<file path="src/hdl/assert_macros.svh">
// ---------------------------------------------------------------------------
// assert_macros.svh
// Concurrent assertion shorthands shared by the RTL files.
// ---------------------------------------------------------------------------
`ifndef ASSERT_MACROS_SVH
`define ASSERT_MACROS_SVH

// Property checked on every rising clock edge, off while reset is low.
`define SEM_ASSERT(lbl, clk, rstn, prop) \
  lbl: assert property (@(posedge clk) disable iff (!rstn) (prop)) \
    else $error("assertion failed");

// Antecedent this cycle, consequent in the cycle after.
`define SEM_ASSERT_NEXT(lbl, clk, rstn, ante, cons) \
  lbl: assert property (@(posedge clk) disable iff (!rstn) (ante) |=> (cons)) \
    else $error("assertion failed");

`endif

</file>
<file path="src/hdl/sem_queue.sv">
// ---------------------------------------------------------------------------
// sem_queue
// Short command queue between the front end and the back end.
// ---------------------------------------------------------------------------
`include "assert_macros.svh"

module sem_queue #(
  parameter int WIDTH = 8,
  parameter int DEPTH = 4
) (
  input  logic             clk_i,
  input  logic             rst_ni,
  input  logic             push_i,
  input  logic [WIDTH-1:0] data_i,
  output logic             full_o,
  input  logic             pop_i,
  output logic             valid_o,
  output logic [WIDTH-1:0] data_o
);

  localparam int PW = (DEPTH > 1) ? $clog2(DEPTH) : 1;
  localparam int NW = $clog2(DEPTH + 1);

  logic [WIDTH-1:0] slot_q [DEPTH];
  logic [PW-1:0]    wr_q, wr_d, rd_q, rd_d;
  logic [NW-1:0]    cnt_q, cnt_d;

  assign full_o  = (cnt_q == NW'(DEPTH));
  assign valid_o = (cnt_q != '0);
  assign data_o  = slot_q[rd_q];

  always_comb begin
    wr_d  = wr_q;
    rd_d  = rd_q;
    cnt_d = cnt_q;
    if (push_i) begin
      wr_d = (wr_q == PW'(DEPTH - 1)) ? '0 : wr_q + 1'b1;
    end
    if (pop_i) begin
      rd_d = (rd_q == PW'(DEPTH - 1)) ? '0 : rd_q + 1'b1;
    end
    if (push_i && !pop_i) begin
      cnt_d = cnt_q + 1'b1;
    end else if (pop_i && !push_i) begin
      cnt_d = cnt_q - 1'b1;
    end
  end

  always_ff @(posedge clk_i or negedge rst_ni) begin
    if (!rst_ni) begin
      wr_q  <= '0;
      rd_q  <= '0;
      cnt_q <= '0;
    end else begin
      wr_q  <= wr_d;
      rd_q  <= rd_d;
      cnt_q <= cnt_d;
    end
  end

  always_ff @(posedge clk_i) begin
    if (push_i) begin
      slot_q[wr_q] <= data_i;
    end
  end

  `SEM_ASSERT(a_no_overrun, clk_i, rst_ni, push_i |-> (!full_o || pop_i))
  `SEM_ASSERT(a_no_underrun, clk_i, rst_ni, pop_i |-> valid_o)

endmodule

</file>
<file path="config.mk">
export PLATFORM = sky130hd
export DESIGN_NAME = sem_queue
export DESIGN_NICKNAME = d
export VERILOG_FILES = /design/src/hdl/sem_queue.sv
export VERILOG_INCLUDE_DIRS = /design/src /design/src/hdl
export SDC_FILE = /design/constraint.sdc
export NUM_CORES = 1
export LEC_CHECK = 0
export BUFFER_PORTS_ARGS = -buffer_cell sky130_fd_sc_hd__buf_4
export CAP_MARGIN = 20
export CORE_UTILIZATION = 50
export CTS_CLUSTER_DIAMETER = 80
export DETAILED_ROUTE_END_ITERATION = 8
export PLACE_DENSITY = 0.74
export RECOVER_POWER = 25
export SETUP_SLACK_MARGIN = 0.05
export SYNTH_ARGS = -nofsm -noshare
export SYNTH_HDL_FRONTEND = slang
export SYNTH_SLANG_ARGS = --single-unit
</file>
<file path="constraint.sdc">
create_clock -name clk_i -period 1.5 [get_ports clk_i]
set_clock_uncertainty 0.1 [all_clocks]
set_input_delay 0.45 -clock clk_i [delete_from_list [all_inputs] [get_ports clk_i]]
set_output_delay 0.45 -clock clk_i [all_outputs]
set_load 0.05 [all_outputs]
</file>
==> results.yml <==
run_status:
  status: "finished with violations"
  failing_checks: "design-rule violations, negative setup slack"
cts:
  clkLatencyLatePin_ps: 350
  tritoncts.num_buffers: 5
  tritoncts: "yes"
  tritoncts_num_sinks: 39
  htree_num_levels: 2
  max-clock-path-buffers: 2
  clk_transition_reported_paths_ps: 110
  clk_root_buffer_cell: "clkbuf_4"
logic_synthesis:
  synth_flop_cell: "edfxtp_1"
  post-synth-top-area-fraction: 0.611
  yosys-top-cells-count: "32 x edfxtp_1, 8 x mux4_2, 7 x dfrtp_1"
  netlist_instances: 79
  post_synth.cell_area_avg_um2: 19.9
  flop_and_latch_count_out_of_synthesis: 39
  async_reset_ff_frac: 0.179
  yosys_warnings: 0
  yosys.area.top_type: "edfxtp_1"
  synth_area_mm2: 0.00157
  synth_seq_area_share: 0.723
  synth.most_common_cell: "edfxtp_1"
  number_of_enable_type_register_cells_in_the_synthesized_netlist: 32
  synth.lib_cells_used.distinct: 18
  yosys-top-cells-area: "edfxtp_1 61%, mux4_2 11%, dfrtp_1 11%, ha_1 4.8%, mux2_2 2.1%"
  synth_nets: 98
place:
  port_buffers: 21
  dp_hpwl_um: 1870
  dp_worst_setup_slack_ps: -285
  gp_congestion: 0.676
critical_path:
  cp.required_ps: 950
  setup.worst_path.end_class: "output pin"
  critPathLaunchType: "flop"
  path_class: "flop to output pin"
  crit_path_max_fanout: 2
  crit_arrival_ps: 1590
routing:
  routed_via_density: 5.04
  drtAntennaViolNets: 0
  drc: 3
  dr.pass1.iters: 6
  routed-via-count: 842
  wl_per_cell_um: 15.8
  finalWirelength_um: 2630
  detailedRoute.firstIterationViolations: 28
timing:
  hold_viol: 0
  slew_headroom: 0.846
  setup_slack_ps: -641
  timing.setup.tns_ps: -5700
  finalSetupViolations: 11
  rsz_0062_raised_after_global_routing: "true"
  maxSlewViolCount: 0
  hold-worst-slack_ps: 202
  max_freq_mhz: 467
  finalCritPeriodShare: 1.43
  worst-slew-pin-transition_ps: 230
  timing.final.crit_period_ps: 2140
die:
  fp.coreArea_mm2: 0.00288
  start_util: 0.546
  die_w_um: 58.1
  io_pins: 22
  placement_rows: 19
  die_area_mm2: 0.00337
  dieHeight_um: 58.1
grt:
  grt_use_total: 0.187
  grt_max_degree: 13
  antenna_violations_before_repair: 0
  grt_overflow_total: 0
  global_route_wire_length_before_repair_um: 4290
  via_count_of_the_first_global_routing_pass: 891
power:
  leakagePower_nw: 0.791
  p_total_mw: 4.24
  powerDensity_mw_per_mm2: 2000
  ir_worst_vdd_mv: 1.25
cells_and_area:
  antenna_cells_inserted: 0
  layout-area-overhead-vs-synth_pct: 34.5
  num-nets-final: 143
  drive_above_1_share: 0.480
run:
  max_cap_violations: 0
min_path:
  hold_class: "input pin to flop"
==> per-stage QoR <==
| stage | std cells | util | area (um2) |
|---|---|---|---|
| 2_1_floorplan | 79 | - | 1610 |
| 3_3_place_gp | 155 | 0.688 | 1980 |
| 4_1_cts | 167 | 0.738 | 2120 |
| 6_report | 167 | 0.735 | 2110 |
| 3_5_place_dp | 155 | 0.688 | 1980 |
| 5_1_grt | 167 | 0.735 | 2110 |
==> cells in the final DEF, fill, tap and decap left out, types with 2 or more instances in the layout <==
cell / instances
edfxtp_1: 32
buf_4: 15
buf_6: 12
mux4_2: 8
clkbuf_1: 7
clkbuf_4: 5
dfrtp_1: 5
buf_12: 5
and2_1: 4
ha_1: 4
inv_1: 3
mux2_2: 2
o21ai_0: 2
nor2_1: 2
xor2_1: 2
ha_4: 2
dfrtp_2: 2
==> state kept, by name (all words and copies together) (netlist names) <==
register  cells
rd_q          2
wr_q          2
slot_q       32
cnt_q         3
==> repair_timing <==
| action | in CTS | in global routing |
|---|---|---|
| setup endpoints to repair | 12 | 13 |
| endpoints found under the hold margin | 7 | 0 |
| gates resized for setup | 17 | 1 |
| gates cloned | 0 | 0 |
| hold buffers | 1 | 0 |
| buffers inserted | 3 | 0 |
| pin swaps | 6 | 3 |
==> final timing paths <==
check	from	end	slack (ps)	depth (start not counted)
max	rd_q[0]	data_o[0]	-640	3
max in group asynchronous	rst_ni	cnt_q[0]	800	2
min in group asynchronous	rst_ni	rd_q[0]	350	2
max reg2reg	cnt_q[0]	cnt_q[2]	-30	5
min reg2reg	cnt_q[2]	cnt_q[2]	470	2
min	data_i[5]	slot_q[0][5]	200	1
==> final cells by class <==
class,instances,area (um2)
flip-flops and latches,39,1140
fillers,186,763
multi-input cells,33,442
repair buffers,40,395
well taps,42,52.6
clock buffers,6,41.3
inverters,5,31.3
clock inverters,2,12.5
==> worst max-delay path: stages, from the launching register on <==
cell and delay (ps):
dfrtp_1 410, buf_4 150, mux4_2 510, buf_6 170
==> per-layer routing <==
layer | share of wire | track usage | wire (um)
met5 | 0 | 0 | 0
met3 | 0.039 | 0.0737 | 102
met1 | 0.43 | 0.226 | 1130
met2 | 0.51 | 0.300 | 1350
met4 | 0.019 | 0.0816 | 51
==> cell families (layout without fill, tap and decap cells) <==
kind of cell,after synthesis,count (layout),synth area share
AOI/OAI and AO/OA,2,2,0.00637
xor gates and xnor gates,3,3,0.0167
adders and majority gates,7,7,0.0605
buffers and inverters,7,53,0.0223
DFF,39,39,0.723
muxes,11,11,0.136
and+or+nand+nor,10,10,0.0350
==> power by group <==
| group | internal, mW | switching [mW] | leakage (nW) |
|---|---|---|---|
| Clock | 0.181 | 0.335 | 0.0282 |
| Combinational | 1.05 | 1.09 | 0.388 |
| Sequential | 1.43 | 0.148 | 0.375 |
Note: power is estimated with default switching activity, not from simulation.
