File: config.mk
export PLATFORM = sky130hd
export DESIGN_NAME = sem_front_flat
export DESIGN_NICKNAME = d
export VERILOG_FILES = /design/src/hdl/assert_macros.svh /design/src/hdl/sem_pkg.sv /design/src/hdl/sem_in_if.sv /design/src/hdl/sem_front.sv /design/src/flat_wrapper.sv
export SDC_FILE = /design/constraint.sdc
export NUM_CORES = 1
export LEC_CHECK = 0
export BUFFER_PORTS_ARGS = -buffer_cell sky130_fd_sc_hd__clkbuf_2
export CORE_AREA = 5 5 193 148
export CTS_CLUSTER_DIAMETER = 60
export DETAILED_ROUTE_END_ITERATION = 12
export DIE_AREA = 0 0 198 153
export GPL_TIMING_DRIVEN = 1
export PLACE_DENSITY = 0.76
export SLEW_MARGIN = 15
export SYNTH_ARGS = -nofsm -noshare
export SYNTH_HDL_FRONTEND = slang
export SYNTH_SLANG_ARGS = --single-unit
File: constraint.sdc
create_clock -name clk_i -period 7.3 [get_ports clk_i]
set_input_delay 0.365 -clock clk_i [delete_from_list [all_inputs] [get_ports clk_i]]
set_output_delay 0.365 -clock clk_i [all_outputs]
set_load 0.05 [all_outputs]
File: src/hdl/assert_macros.svh
// ---------------------------------------------------------------------------
// assert_macros.svh
// Concurrent assertion shorthands shared by the RTL files.
// ---------------------------------------------------------------------------
`ifndef ASSERT_MACROS_SVH
`define ASSERT_MACROS_SVH

// Property checked on every rising clock edge, off while reset is low.
`define SEM_ASSERT(lbl, clk, rstn, prop) \
  lbl: assert property (@(posedge clk) disable iff (!rstn) (prop)) \
    else $error("assertion failed");

// Antecedent this cycle, consequent in the cycle after.
`define SEM_ASSERT_NEXT(lbl, clk, rstn, ante, cons) \
  lbl: assert property (@(posedge clk) disable iff (!rstn) (ante) |=> (cons)) \
    else $error("assertion failed");

`endif

File: src/hdl/sem_pkg.sv
// ---------------------------------------------------------------------------
// sem_pkg
// Shared types and constants of the shared edge merge block.
// ---------------------------------------------------------------------------
package sem_pkg;

  localparam int FIELD_W = 32;
  localparam int TOL_W   = 16;
  localparam int APB_DW  = 32;
  localparam int APB_AW  = 2;

  localparam logic [TOL_W-1:0]  TOL_RESET      = 16'd1;
  localparam logic [APB_AW-1:0] ADDR_TOLERANCE = 2'd0;

  localparam logic KIND_VERTEX = 1'b0;
  localparam logic KIND_EDGE   = 1'b1;

  // control bits that travel with each edge command
  typedef struct packed {
    logic second;       // edge belongs to outline B
    logic outline_end;  // last command of its outline
  } cmd_ctl_t;

endpackage

File: src/hdl/sem_in_if.sv
// ---------------------------------------------------------------------------
// sem_in_if
// Input channel: one vertex or edge item per beat.
// ---------------------------------------------------------------------------
interface sem_in_if;
  logic                                valid;
  logic                                ready;
  logic                                item_kind;
  logic signed [sem_pkg::FIELD_W-1:0]  x_start;
  logic signed [sem_pkg::FIELD_W-1:0]  y_start;
  logic signed [sem_pkg::FIELD_W-1:0]  x_end;
  logic signed [sem_pkg::FIELD_W-1:0]  y_end;
  logic                                body_last;

  modport source (
    output valid, item_kind, x_start, y_start, x_end, y_end, body_last,
    input  ready
  );
  modport sink (
    input  valid, item_kind, x_start, y_start, x_end, y_end, body_last,
    output ready
  );
endinterface

File: src/hdl/sem_front.sv
// ---------------------------------------------------------------------------
// sem_front
// Accepts items, chains polygon vertices and turns them into edge
// commands for the back end.
// ---------------------------------------------------------------------------
module sem_front #(
  parameter int CB = 32
) (
  input  logic                  clk_i,
  input  logic                  rst_ni,
  sem_in_if.sink                in_ch,
  output logic                  cmd_valid_o,
  input  logic                  cmd_ready_i,
  output logic [4*CB-1:0]       cmd_edge_o,
  output sem_pkg::cmd_ctl_t     cmd_ctl_o
);

  localparam int EW = 4 * CB;

  logic                  loading_second_q, loading_second_d;
  logic                  vertex_seen_q, vertex_seen_d;
  logic [2*CB-1:0]       first_q, first_d;
  logic [2*CB-1:0]       prev_q, prev_d;
  logic                  pend_q, pend_d;
  logic [EW-1:0]         pend_edge_q, pend_edge_d;
  sem_pkg::cmd_ctl_t     pend_ctl_q, pend_ctl_d;

  logic [CB-1:0]         xs, ys, xe, ye;
  logic                  accept;
  logic                  is_edge;
  logic                  p0_v, p1_v;
  logic [EW-1:0]         p0_edge, p1_edge;
  sem_pkg::cmd_ctl_t     p0_ctl, p1_ctl;

  assign xs = in_ch.x_start[CB-1:0];
  assign ys = in_ch.y_start[CB-1:0];
  assign xe = in_ch.x_end[CB-1:0];
  assign ye = in_ch.y_end[CB-1:0];

  // a second pending command blocks the next beat
  assign in_ch.ready = !pend_q && cmd_ready_i;
  assign accept      = in_ch.valid && in_ch.ready;
  assign is_edge     = (in_ch.item_kind == sem_pkg::KIND_EDGE);

  // given edge, or the edge chained from the previous vertex
  assign p0_v    = is_edge || vertex_seen_q;
  assign p0_edge = is_edge ? {xs, ys, xe, ye} : {prev_q, xs, ys};

  // closing edge: from the chain's last vertex back to its first
  assign p1_v    = in_ch.body_last && (vertex_seen_q || !is_edge);
  assign p1_edge = {(is_edge ? prev_q : {xs, ys}),
                    ((!is_edge && !vertex_seen_q) ? {xs, ys} : first_q)};

  assign p0_ctl.second      = loading_second_q;
  assign p0_ctl.outline_end = in_ch.body_last && !p1_v;
  assign p1_ctl.second      = loading_second_q;
  assign p1_ctl.outline_end = 1'b1;

  always_comb begin
    if (pend_q) begin
      cmd_valid_o = 1'b1;
      cmd_edge_o  = pend_edge_q;
      cmd_ctl_o   = pend_ctl_q;
    end else begin
      cmd_valid_o = accept && (p0_v || p1_v);
      cmd_edge_o  = p0_v ? p0_edge : p1_edge;
      cmd_ctl_o   = p0_v ? p0_ctl : p1_ctl;
    end
  end

  always_comb begin
    loading_second_d = loading_second_q;
    vertex_seen_d    = vertex_seen_q;
    first_d          = first_q;
    prev_d           = prev_q;
    pend_d           = pend_q;
    pend_edge_d      = pend_edge_q;
    pend_ctl_d       = pend_ctl_q;
    if (pend_q && cmd_ready_i) begin
      pend_d = 1'b0;
    end
    if (accept) begin
      if (p0_v && p1_v) begin
        pend_d      = 1'b1;
        pend_edge_d = p1_edge;
        pend_ctl_d  = p1_ctl;
      end
      if (!is_edge) begin
        if (!vertex_seen_q) begin
          first_d = {xs, ys};
        end
        vertex_seen_d = 1'b1;
        prev_d        = {xs, ys};
      end
      if (in_ch.body_last) begin
        vertex_seen_d    = 1'b0;
        first_d          = '0;
        prev_d           = '0;
        loading_second_d = !loading_second_q;
      end
    end
  end

  always_ff @(posedge clk_i or negedge rst_ni) begin
    if (!rst_ni) begin
      loading_second_q <= 1'b0;
      vertex_seen_q    <= 1'b0;
      first_q          <= '0;
      prev_q           <= '0;
      pend_q           <= 1'b0;
    end else begin
      loading_second_q <= loading_second_d;
      vertex_seen_q    <= vertex_seen_d;
      first_q          <= first_d;
      prev_q           <= prev_d;
      pend_q           <= pend_d;
    end
  end

  always_ff @(posedge clk_i) begin
    pend_edge_q <= pend_edge_d;
    pend_ctl_q  <= pend_ctl_d;
  end

endmodule

File: src/flat_wrapper.sv
// flat-port wrapper written by rule: the top's interface ports become plain ports
module sem_front_flat 
#(
  parameter int CB = 32
)
  (clk_i, rst_ni, cmd_valid_o, cmd_ready_i, cmd_edge_o, cmd_ctl_o, in_ch_valid, in_ch_item_kind, in_ch_x_start, in_ch_y_start, in_ch_x_end, in_ch_y_end, in_ch_body_last, in_ch_ready);
  sem_in_if in_ch_i ();
  input  logic clk_i;
  input  logic rst_ni;
  output logic cmd_valid_o;
  input  logic cmd_ready_i;
  output logic [4*CB-1:0] cmd_edge_o;
  output sem_pkg::cmd_ctl_t cmd_ctl_o;
  input wire logic [$bits(in_ch_i.valid)-1:0] in_ch_valid;
  input wire logic [$bits(in_ch_i.item_kind)-1:0] in_ch_item_kind;
  input wire logic [$bits(in_ch_i.x_start)-1:0] in_ch_x_start;
  input wire logic [$bits(in_ch_i.y_start)-1:0] in_ch_y_start;
  input wire logic [$bits(in_ch_i.x_end)-1:0] in_ch_x_end;
  input wire logic [$bits(in_ch_i.y_end)-1:0] in_ch_y_end;
  input wire logic [$bits(in_ch_i.body_last)-1:0] in_ch_body_last;
  output wire logic [$bits(in_ch_i.ready)-1:0] in_ch_ready;
  assign in_ch_i.valid = in_ch_valid;
  assign in_ch_i.item_kind = in_ch_item_kind;
  assign in_ch_i.x_start = in_ch_x_start;
  assign in_ch_i.y_start = in_ch_y_start;
  assign in_ch_i.x_end = in_ch_x_end;
  assign in_ch_i.y_end = in_ch_y_end;
  assign in_ch_i.body_last = in_ch_body_last;
  assign in_ch_ready = in_ch_i.ready;
  sem_front #(.CB(CB)) u_core (.clk_i(clk_i), .rst_ni(rst_ni), .in_ch(in_ch_i), .cmd_valid_o(cmd_valid_o), .cmd_ready_i(cmd_ready_i), .cmd_edge_o(cmd_edge_o), .cmd_ctl_o(cmd_ctl_o));
endmodule
==> summary.txt <==
Status - finished clean
CTS H-tree depth - 1
RSZ-0062 raised after global routing - false
CP max-delay cell - buf_4
GRT Util Overall - 21.56%
Worst path top cell family by delay - buffers and inverters
First-pass GRT wire length - 53.65 mm
Layout cell share with drive strength beyond 1 - 27.30%
Most common cell after layout, fill and taps aside - clkbuf_2
Post-Place Setup Slack - 3.650 ns
Die height - 153 um
Antenna cells - 0
Num ports - 266
Die X - 198 um
Worst-path fanout max - 36
Slew @ Worst Pin - 1.076 ns
Final Skew - 0.01022 ns
Fmax - 290.2 MHz
Vias in the first global route - 9993
Via density - 5.627
Sequential area share after synthesis - 55.11%
Setup TNS - 0 ns
P_leak - 6.680 nW
DRC marker count from the first detailed-route iteration - 825
Clock-pin slew on the worst setup and hold paths - 0.06 ns
Row cnt - 52
Clock insertion delay at the later pin of the skew report - 0.53 ns
Final setup viols - 0
Largest net degree at the start of global routing - 112
Post-synth top flop - dfrtp_1
Cell variety after synth - 33
Fin util - 57.50%
Critical path class - flip-flop to output pin
Post-CTS Setup Bufs - 0
Critical path's largest stage delay - 0.70 ns
Setup ws final - 3.854 ns
Clock sinks - 260
Seq cells post-synth - 260
Max Slew Vio Count - 0
Nets@finish - 1559
HPWL after DPL - 21.19 mm
Area Overhead vs Synth - 17.62%
Critical path arrival - 3.08 ns
Initial antenna violation count - 0
Commonest cells after routing, fill and taps aside - 263 x clkbuf_2, 194 x nand2_1, 130 x dfrtp_1
Cell Chain, Critical Path - nor2b_4 > buf_4 > mux2i_1 > o21ai_0 > clkbuf_2
Peak supply drop - 0.1705 mV
Pre-Repair DR Iteration Count - 7
Core Area - 0.02655 sq mm
Max Cap Viol - 0
Crit share post-route - 47.20%
DR vias - 10120
Placed Cells - 1743
Die ar. - 0.03029 sq mm
Starting Density - 48.89%
Worst min path class - input port to flip-flop
Buf+Inv Stages, Crit Path - 2
Relative slew slack - 28.12%
Post-synth EDFFs - 129
Total gr overflow - 0
CP startpoint kind - flip-flop
Clock root buffer - clkbuf_16
Largest buffer count on any clock path - 3
Power after layout - 4.245 mW
Post-detailed-route DRC marker count - 0
Total CTS buffers - 28
Syn_nets - 1349
Mapped Cells - 1215
Final hold vios - 0
Wirelength per Cell - 18.83 um
Syn avg cell area - 10.68 sq um
Synthesized cell area - 0.01298 sq mm
DRT Wirelength - 33.85 mm
Post-route ant nets - 0
Min Tclk post-route - 3.446 ns
Input/output buffers - 265
Final GP Congestion - 0.8147
CTS tree - done
Finished Layout Cells - 1798
Pwr Density - 278.1 mW/mm^2
Ys Warns - 0
Ys async rst share - 50.38%
Crit end category - output pin
Worst Path Required - 6.93 ns
==> cells by family (layout without fill, tap and decap cells) <==
family	count (synthesis)	count (layout)	share of synthesized area (%)
xor gates and xnor gates	1	1	0.06750
muxes	127	127	10.40
buffers and inverters	165	397	6.585
AOI/OAI and AO/OA	391	391	18.37
DFF	260	260	55.11
and+or+nand+nor	271	271	9.468
==> sequential cells by signal, summed over array words and instances, names as in the netlist <==
name and flops:
u_core.pend_q 1, u_core.pend_edge_q 128, u_core.prev_q 64, u_core.vertex_seen_q 1
u_core.loading_second_q 1, u_core.first_q 64, u_core.pend_ctl_q 1
==> synthesized netlist by cell type, drive strengths merged, types with 2 or more instances <==
master	number	area, sq um
inv	65	244.0
nand2	194	728.2
o31ai	64	495.5
dfrtp	131	3278
edfxtp	129	3874
a22o	62	543.0
a21oi	130	654.4
buf	59	456.7
clkbuf	41	153.9
o2bb2ai	2	17.52
mux2i	64	640.6
mux2	63	709.4
nor2	5	26.27
nor2b	67	421.7
o21ai	131	659.4
==> worst reg2reg max path, delay by kind of cell, from the launching register on <==
| kind | cells | cell delay (ns) |
|---|---|---|
| buffers and inverters | 1 | 0.71 |
| flip-flops | 1 | 0.74 |
| AND/OR/NAND/NOR | 2 | 1.46 |
==> where the power goes <==
group | internal [mW] | leakage [nW] | switching, mW | total [mW]
logic | 0.312 | 3.27 | 0.765 | 1.08
registers | 1.67 | 2.95 | 0.0780 | 1.75
clock network | 0.857 | 0.460 | 0.561 | 1.42
total | 2.84 | 6.68 | 1.40 | 4.24
==> stage by stage <==
stage                     cell area [sq um]  hold WS [ns]
final                                 15260        0.1001
after floorplan                       12980       0.06941
after global placement                14260        0.4293
after detailed placement              14260        0.4255
after global routing                  15260       0.09127
after CTS                             15210       0.07543
==> per-layer routing <==
metal  wire [um]  share of wire, %  vias up  track usage, %
met5           0                 0        -               0
met4         654               1.9        0           4.458
met3        2412               7.1       48           3.565
met2       15460                46      386           34.24
met1       15330                45     4904           31.61
li1            -                 -     4779               -
==> worst paths after layout <==
path                                                      from                                  end  slack [ns]  depth (start not counted)
setup / recovery              u_core.vertex_seen_q$_DFFE_PN0P_                       cmd_edge_o[64]        3.85                          5
hold / removal                               in_ch_y_start[14]       u_core.first_q[14]$_DFFE_PN0P_        0.10                          2
setup reg to reg                       u_core.pend_q$_DFF_PN0_    u_core.pend_edge_q[125]$_DFFE_PP_        3.98                          3
hold reg to reg            u_core.loading_second_q$_DFFE_PN0P_  u_core.loading_second_q$_DFFE_PN0P_        0.50                          1
max in group asynchronous                               rst_ni              u_core.pend_q$_DFF_PN0_        5.46                          3
min in group asynchronous                               rst_ni        u_core.prev_q[18]$_DFFE_PN0P_        0.42                          2
==> layout make-up <==
cell class / instances / area (sq um)
clock buffers: 41 / 830.8
clock inverters: 11 / 106.4
fillers: 2296 / 11280
inverters: 65 / 244.0
multi-input cells: 790 / 4995
flip-flops and latches: 260 / 7156
well taps: 351 / 439.2
repair buffers: 280 / 1494
==> what timing repair did <==
action,in CTS,in global routing
endpoints found under the hold margin,69,0
hold buffers,1,0
endpoints found under the setup margin,0,0
gates resized for setup,0,0
(Power assumes the default switching activity.)
